[config.mk]
export PLATFORM = sky130hd
export DESIGN_NAME = mrt_seq
export DESIGN_NICKNAME = d
export VERILOG_FILES = /design/src/rtl/mrt_pkg.sv /design/src/rtl/mrt_seq.sv
export SDC_FILE = /design/constraint.sdc
export NUM_CORES = 1
export LEC_CHECK = 0
export BUFFER_PORTS_ARGS = -buffer_cell sky130_fd_sc_hd__buf_2
export CORE_UTILIZATION = 47
export DETAILED_ROUTE_END_ITERATION = 7
export GPL_TIMING_DRIVEN = 0
export PLACE_DENSITY_LB_ADDON = 0.08
export SETUP_SLACK_MARGIN = 0.3
export SLEW_MARGIN = 20
export SYNTH_ARGS = -nofsm -noshare
export SYNTH_HDL_FRONTEND = slang
export SYNTH_SLANG_ARGS = --single-unit
[constraint.sdc]
create_clock -name clk_i -period 2.5 [get_ports clk_i]
set_input_delay 0.375 -clock clk_i [delete_from_list [all_inputs] [get_ports clk_i]]
set_output_delay 0.375 -clock clk_i [all_outputs]
set_load 0.01 [all_outputs]
[src/rtl/mrt_pkg.sv]
// ----------------------------------------------------------------------------
// mrt_pkg
// Shared types and constants for the multipole recursion table core:
// number format, table geometry, micro-operation and jump-condition codes,
// and the control and status words between sequencer and datapath.
// ----------------------------------------------------------------------------
package mrt_pkg;

  // Q24.40 signed fixed point
  localparam int ValueBits = 64;
  localparam int FracBits  = ValueBits - 24;
  localparam int HalfBits  = ValueBits - 1;

  // table geometry: indices i, j and power e are two bits each
  localparam int IdxW     = 2;
  localparam int AddrW    = 3 * IdxW;
  localparam int MemDepth = 1 << AddrW;
  localparam int MaxAng   = 3;
  localparam int MaxRank  = 3;

  // multiplier and accumulator widths
  localparam int HalfW = ValueBits / 2;
  localparam int PartW = HalfW + 1;
  localparam int PpW   = 2 * PartW;
  localparam int ProdW = 2 * ValueBits;
  localparam int RndW  = ProdW - FracBits;
  localparam int AccW  = RndW + 4;

  // sequencer program counter
  localparam int PcW = 4;

  localparam logic [ValueBits-1:0] OneFixed = ValueBits'(1) << FracBits;

  typedef enum logic [1:0] {
    CFG_LA_MAX   = 2'd0,
    CFG_LB_MAX   = 2'd1,
    CFG_RANK_TOP = 2'd2
  } cfg_idx_e;

  typedef enum logic [3:0] {
    OP_NOP,
    OP_SEED,
    OP_ENTRY_INIT,
    OP_TERM_RD,
    OP_MUL,
    OP_ROUND,
    OP_ADD,
    OP_TERM_NEXT,
    OP_WRITE,
    OP_PHASE_NEXT,
    OP_EMIT_RD,
    OP_EMIT
  } op_e;

  typedef enum logic [3:0] {
    COND_NEVER,
    COND_ALWAYS,
    COND_NO_START,
    COND_PHASE_EMPTY,
    COND_WEIGHT_ZERO,
    COND_REP_MORE,
    COND_TERM_MORE,
    COND_NOT_LAST,
    COND_MORE_PHASES
  } cond_e;

  typedef struct packed {
    op_e        op;
    logic [1:0] part;    // partial product: bit 1 selects high half of a, bit 0 of b
    logic       pp_add;  // fold the registered partial product into the product
  } ctrl_t;

  typedef struct packed {
    logic phase_empty;
    logic weight_zero;
    logic rep_more;
    logic term_more;
    logic phase_last;
    logic more_phases;
  } stat_t;

endpackage

[src/rtl/mrt_seq.sv]
// ----------------------------------------------------------------------------
// mrt_seq
// Microcode sequencer: program counter, control ROM and jump logic.
// ----------------------------------------------------------------------------
module mrt_seq (
  input  logic           clk_i,
  input  logic           rst_ni,
  input  logic           start_i,
  input  mrt_pkg::stat_t stat_i,
  output mrt_pkg::ctrl_t ctrl_o,
  output logic           busy_o
);
  import mrt_pkg::*;

  typedef struct packed {
    ctrl_t          ctrl;
    cond_e          cond;
    logic [PcW-1:0] target;
  } uword_t;

  localparam logic [PcW-1:0] S_IDLE    = PcW'(0);
  localparam logic [PcW-1:0] S_ENTRY   = PcW'(1);
  localparam logic [PcW-1:0] S_TERM    = PcW'(2);
  localparam logic [PcW-1:0] S_ADD     = PcW'(9);
  localparam logic [PcW-1:0] S_TNEXT   = PcW'(10);
  localparam logic [PcW-1:0] S_PNEXT   = PcW'(12);
  localparam logic [PcW-1:0] S_EMIT_RD = PcW'(13);

  function automatic uword_t uw(input op_e op, input logic [1:0] part, input logic pp_add,
                                input cond_e cond, input logic [PcW-1:0] target);
    uword_t w;
    w.ctrl.op     = op;
    w.ctrl.part   = part;
    w.ctrl.pp_add = pp_add;
    w.cond        = cond;
    w.target      = target;
    return w;
  endfunction

  function automatic uword_t urom(input logic [PcW-1:0] addr);
    uword_t w;
    case (addr)
      4'd0:    w = uw(OP_SEED,       2'd0, 1'b0, COND_NO_START,    S_IDLE);
      4'd1:    w = uw(OP_ENTRY_INIT, 2'd0, 1'b0, COND_PHASE_EMPTY, S_PNEXT);
      4'd2:    w = uw(OP_TERM_RD,    2'd0, 1'b0, COND_WEIGHT_ZERO, S_TNEXT);
      4'd3:    w = uw(OP_MUL,        2'd0, 1'b0, COND_NEVER,       S_IDLE);
      4'd4:    w = uw(OP_MUL,        2'd1, 1'b1, COND_NEVER,       S_IDLE);
      4'd5:    w = uw(OP_MUL,        2'd2, 1'b1, COND_NEVER,       S_IDLE);
      4'd6:    w = uw(OP_MUL,        2'd3, 1'b1, COND_NEVER,       S_IDLE);
      4'd7:    w = uw(OP_NOP,        2'd0, 1'b1, COND_NEVER,       S_IDLE);
      4'd8:    w = uw(OP_ROUND,      2'd0, 1'b0, COND_NEVER,       S_IDLE);
      4'd9:    w = uw(OP_ADD,        2'd0, 1'b0, COND_REP_MORE,    S_ADD);
      4'd10:   w = uw(OP_TERM_NEXT,  2'd0, 1'b0, COND_TERM_MORE,   S_TERM);
      4'd11:   w = uw(OP_WRITE,      2'd0, 1'b0, COND_NOT_LAST,    S_TERM);
      4'd12:   w = uw(OP_PHASE_NEXT, 2'd0, 1'b0, COND_MORE_PHASES, S_ENTRY);
      4'd13:   w = uw(OP_EMIT_RD,    2'd0, 1'b0, COND_NEVER,       S_IDLE);
      4'd14:   w = uw(OP_EMIT,       2'd0, 1'b0, COND_NOT_LAST,    S_EMIT_RD);
      default: w = uw(OP_NOP,        2'd0, 1'b0, COND_ALWAYS,      S_IDLE);
    endcase
    return w;
  endfunction

  logic [PcW-1:0] pc_q, pc_d;
  uword_t         word;
  logic           take;

  assign word = urom(pc_q);

  always_comb begin
    case (word.cond)
      COND_ALWAYS:      take = 1'b1;
      COND_NO_START:    take = !start_i;
      COND_PHASE_EMPTY: take = stat_i.phase_empty;
      COND_WEIGHT_ZERO: take = stat_i.weight_zero;
      COND_REP_MORE:    take = stat_i.rep_more;
      COND_TERM_MORE:   take = stat_i.term_more;
      COND_NOT_LAST:    take = !stat_i.phase_last;
      COND_MORE_PHASES: take = stat_i.more_phases;
      default:          take = 1'b0;
    endcase
    pc_d = take ? word.target : pc_q + PcW'(1);
  end

  always_ff @(posedge clk_i or negedge rst_ni) begin
    if (!rst_ni) begin
      pc_q <= S_IDLE;
    end else begin
      pc_q <= pc_d;
    end
  end

  assign ctrl_o = word.ctrl;
  assign busy_o = (pc_q != S_IDLE);

endmodule

Word level (Yosys, flattened, before mapping)
Memory sizes are Yosys's and may differ from the RTL's.
Index checks and enable logic that the tools add are counted.
W data, S select, Z words.
{"block": "word_totals", "register_bits": 4, "rom_bits": 240, "input_bits": 9, "output_inout_bits": 8, "elab_cells": 16, "mem_count": 1}
{"block": "op_classes", "n_addsub": 1, "eq_ne": 8, "mux": 2, "reduce_logical": 3}
{"name": "(name not given)", "depth": 16, "width": 15, "rd": 1, "rd_clocked_by_memory_dff": 0, "write_ports": 0, "line": "mrt_seq.sv:42", "rtl": "case (addr)"}
{"op": "$eq A4 B3 Y1 const B", "count": 4}
{"op": "$eq A4 B2 Y1 const B", "count": 2}
{"op": "$pmux W1 S8", "count": 1}
{"op": "$add A4 B1 Y4 const B", "count": 1}
{"op": "$eq A4 B1 Y1 const B", "count": 1}
{"op": "$eq A4 B4 Y1 const B", "count": 1}
{"op": "$mux W4", "count": 1}
{"op": "$reduce_bool A4 Y1", "count": 1}
{"op": "$logic_not A1 Y1", "count": 2}

Logic depth before layout (Yosys ltp)
An unclocked memory read counts as a cell.
{"block": "depth", "depth_word": 4, "depth_mapped": 9, "mapped_depth_nobuf": 7}

Worst setup path after synthesis
No wires, ideal clock.
{"block": "synth_timing", "path_kind": "reg-to-reg", "start": "register pc_q[0]", "end": "register pc_q[1]", "setup_ps": 128, "t_arrival_ps": 2258, "required_time_ps": 2372, "setup_slack_ps": 114, "stages_incl_launch_ff": 10, "n_path_buf": 2, "period_less_slack_ps": 2386, "cell_sequence": "dfrtp_1 buf_2 inv_1 ha_1 buf_2 or4_1 o21ai_0 a22oi_1 a211oi_4 mux2_1"}
{"block": "synth_between", "elab_chain_cells": 4, "elab_cells_between_ends": 12, "cone_classes": "add/sub: 1; eq/ne: 8; mux: 2; memory: 1"}
{"element": "start, declared", "line": "mrt_seq.sv:63", "rtl": "logic [PcW-1:0] pc_q, pc_d;"}
{"element": "start signal, assigned", "line": "mrt_seq.sv:88", "rtl": "pc_q <= pc_d;"}
{"element": "$mem_v2 Z16 W15"}
{"element": "$eq A4 B4 Y1, or another cell as far along", "line": "mrt_seq.sv:70", "rtl": "case (word.cond)"}
{"element": "$pmux W1 S8", "line": "mrt_seq.sv:70"}
{"element": "$mux W4 (*)", "line": "mrt_seq.sv:81", "rtl": "pc_d = take ? word.target : pc_q + PcW'(1);"}
Every way passes the cells marked *; elsewhere a longest branch is shown, timed or not.

Final worst setup path
{"block": "layout_timing", "start": "register pc_q[1]", "end": "register pc_q[1]"}
Same word-level chain as after synthesis.

==> run summary <==
RR Startpoint -> pc_q[1]
Period utilization -> 89.2%
Clock Pin Slew Worst Setup and Hold Paths -> 0.04 ns
Required time of the critical path -> 2.62 ns
Post-synth top flop -> dfrtp_1
Clock tree root driver cell -> clkbuf_4
Share of flip-flops with an asynchronous set or reset -> 100%
Compound-Gate Fraction of Synth Area -> 21.0%
Vias -> 752
I/O Buffers -> 16
Clock Latency Late Sink -> 0.24 ns
Avg Inst Size Synth -> 8.49 sq um
Total grt overflow -> 0
Clock tree buffer depth -> 2
Synth Area in Simple Gates -> 30.7%
Final Critical Period -> 2.23 ns
Crit-path max FO -> 10
Boundary pin count -> 17
Status -> finished, final reports clean
Number of global-route vias before repair -> 689
Initial DRC count -> 22
Area Growth Syn to Fin -> 35.8%
Most flops, register -> pc_q
Final ANT Viol Nets -> 0
Crit path DAT -> 2.34 ns
Netlist cell types -> 45
Final setup vio count -> 0
Sink Count -> 4
Final nets -> 132
Yosys reg bits -> 4
Crit path from -> pc_q[1]
First-pass GRT wire length -> 3290 microns
CP peak stage delay -> 0.48 ns
Crit path cell chain -> ha_4, buf_6, or4_1, o21ai_1, a22oi_2, a211oi_4, buf_6, mux2_4
Sequential fraction of the synthesis area -> 13.6%
Num CTS Buffers -> 3
Antenna diode count -> 0
Vias per cell -> 5.78
Largest regs -> pc_q (4)
Power per cell area -> 1620 nW/um^2
Kind of end point of the critical path -> flip-flop
Internal power -> 885 uW
Total power -> 1.62 mW
Initial antenna violation count -> 0
Proportion of power drawn by combinational gates -> 85.2%
Die outline width -> 41.6 microns
HPWL after DPL -> 1290 microns
Die area -> 1730 sq um
Worst min path class -> input pin to asynchronous set/reset pin
Mux share of post-synthesis cell area -> 11.5%
Final Wtd Congestion -> 0.863
Post-Syn Nets -> 102
Sequential Power Share -> 9.7%
Mapped cell area -> 738 sq um
Synth Area in XOR/XNOR -> 2.37%
Drc violations -> 0
Initial Util -> 53.4%
Cell mode on critical path -> buf_6
Max_cap viols -> 0
Fin Clk Skew -> 0.00762 ns
Final Max Tran Viols -> 0
Crit Path Class -> flip-flop to flip-flop
Largest net degree at the start of global routing -> 11
Core area -> 1380 sq um
Worst r2r path cells -> 8
First-pass DRT Iterations -> 4
Syn Inst Count -> 87
Routed WL -> 1940 microns
Fin Setup TNS -> 0 ns
Slew HR -> 77.6%
Peak supply drop -> 0.863 mV
CTS H-tree depth -> 1
Crit path launch type -> flip-flop
DR WL/cell -> 14.9 microns
CTS tree -> done
Clock share of power -> 5.1%
Sw Ratio -> 45.4%
Worst Tran Pin Value -> 0.331 ns
GRT Overall Usage -> 25.1%
Fraction of layout cells with a size suffix above 1 -> 47.0%
Row Count -> 13
Max reg flops -> 4
Max frequency -> 448 MHz
RSZ-0062 raised after global routing -> true
Sw Pwr -> 735 uW
Synth warn -> 0
Largest family of logic cells by synthesized area -> simple AND/OR/NAND/NOR gates
Slowest cell on crit path -> dfrtp_2
Final Hold Fails -> 0
Number of synthesized flops with an enable pin -> 0
P_leak -> 0.465 nW
Synth Area in Adders -> 10.2%
Die H -> 41.6 microns
[cell type report]
cell class | instances | area, sq um
Inverter | 6 | 27.5
Fill cell | 105 | 380
Timing Repair Buffer | 25 | 154
Tap cell | 15 | 18.8
Buffer | 8 | 68.8
Sequential cell | 4 | 101
Clock buffer | 3 | 22.5
Multi-Input combinational cell | 69 | 609
[per-layer routing]
metal | vias to the layer above | part of all wire, % | track usage (%)
met1 | 336 | 46 | 35.4
met4 | 0 | 0.67 | 7.74
met5 | - | 0 | 0
met3 | 2 | 5.2 | 5.65
met2 | 30 | 49 | 37.8
li1 | 384 | - | -
[through the flow]
step / hold WS (ns) / worst slack (ns) / cells / util, % / cell area [sq um]
5_1_grt: 0.492 / 0.210 / 130 / 72.5 / 1000
6_report: 0.480 / 0.270 / 130 / 72.5 / 1000
2_1_floorplan: 0.0794 / 0.229 / 87 / - / 782
3_3_place_gp: 0.178 / 0.0840 / 118 / 63.7 / 881
3_5_place_dp: 0.182 / 0.0510 / 118 / 63.7 / 881
4_1_cts: 0.466 / 0.258 / 130 / 71.2 / 985
[Yosys cell counts (2+ instances only)]
master	count	area, sq um
mux2i_1	4	40.0
a311oi_1	2	17.5
nor2b_1	4	25.0
and3_1	2	12.5
nor3b_1	2	15.0
a21oi_1	2	10.0
ha_1	6	75.1
nor2_1	2	7.51
nand3_1	2	10.0
o21ai_0	5	25.0
inv_1	6	22.5
and2_1	2	12.5
buf_4	4	30.0
mux2_1	3	33.8
dfrtp_1	4	100
nand2_1	4	15.0
nor4_1	2	12.5
buf_2	3	15.0
o211ai_1	2	15.0
[power by group through the flow]
stage                     logic, mW  clock network, mW  registers (mW)
after CTS                      1.34             0.0816           0.156
after floorplan               0.939                  0           0.142
after detailed placement       1.17                  0           0.159
after global routing           1.50             0.0907           0.164
final                          1.38             0.0827           0.158
after global placement         1.15                  0           0.159
[layout by cell type (no fill, tap or decap), types with 2 or more instances in the layout]
cell | netlist | routed
buf_6 | 1 | 4
mux2_4 | 0 | 3
o211ai_1 | 2 | 2
o21ai_0 | 5 | 4
nor2_1 | 2 | 2
nor2b_1 | 4 | 4
and3_1 | 2 | 2
dfrtp_1 | 4 | 3
and2_1 | 2 | 2
ha_1 | 6 | 3
buf_2 | 3 | 17
a21oi_1 | 2 | 2
inv_1 | 6 | 5
nor3b_1 | 2 | 2
nand3_1 | 2 | 2
a311oi_2 | 1 | 2
nand2_1 | 4 | 4
clkbuf_4 | 0 | 3
mux2i_1 | 4 | 4
buf_4 | 4 | 11
ha_2 | 0 | 2
[critical path: cells and delay by family (launching register included)]
kind | cells | cell delay, ns
flip-flops | 1 | 0.48
AND/OR/NAND/NOR | 1 | 0.46
AO/OA/AOI/OAI | 3 | 0.40
multiplexers | 1 | 0.30
buffers and inverters | 2 | 0.27
adder cells (fa/ha/maj) | 1 | 0.19
[logic make-up (layout without fill, tap and decap cells)]
logic type      Yosys count  count (layout)
simple gates             34              34
compound gates           19              19
buf+inv                  14              42
mux                       8               8
fa+ha+maj                 6               6
flops                     4               4
xor+xnor                  2               2
[final timing paths]
kind,endpoint,slack (ns)
max,pc_q[1],0.27
min,pc_q[2],0.48
max reg2reg,pc_q[1],0.27
min reg2reg,pc_q[0],0.76
max in group asynchronous,pc_q[1],1.88
min in group clk_i,pc_q[0],0.76
[what timing repair did]
action	4_1_cts	5_1_grt
buffers inserted	8	0
hold buffers	1	0
gates cloned	0	0
setup endpoints to repair	4	4
resized for setup	4	4
hold endpoints to repair	4	0
pin swaps	3	2
Note: power is estimated with default switching activity, not from simulation.
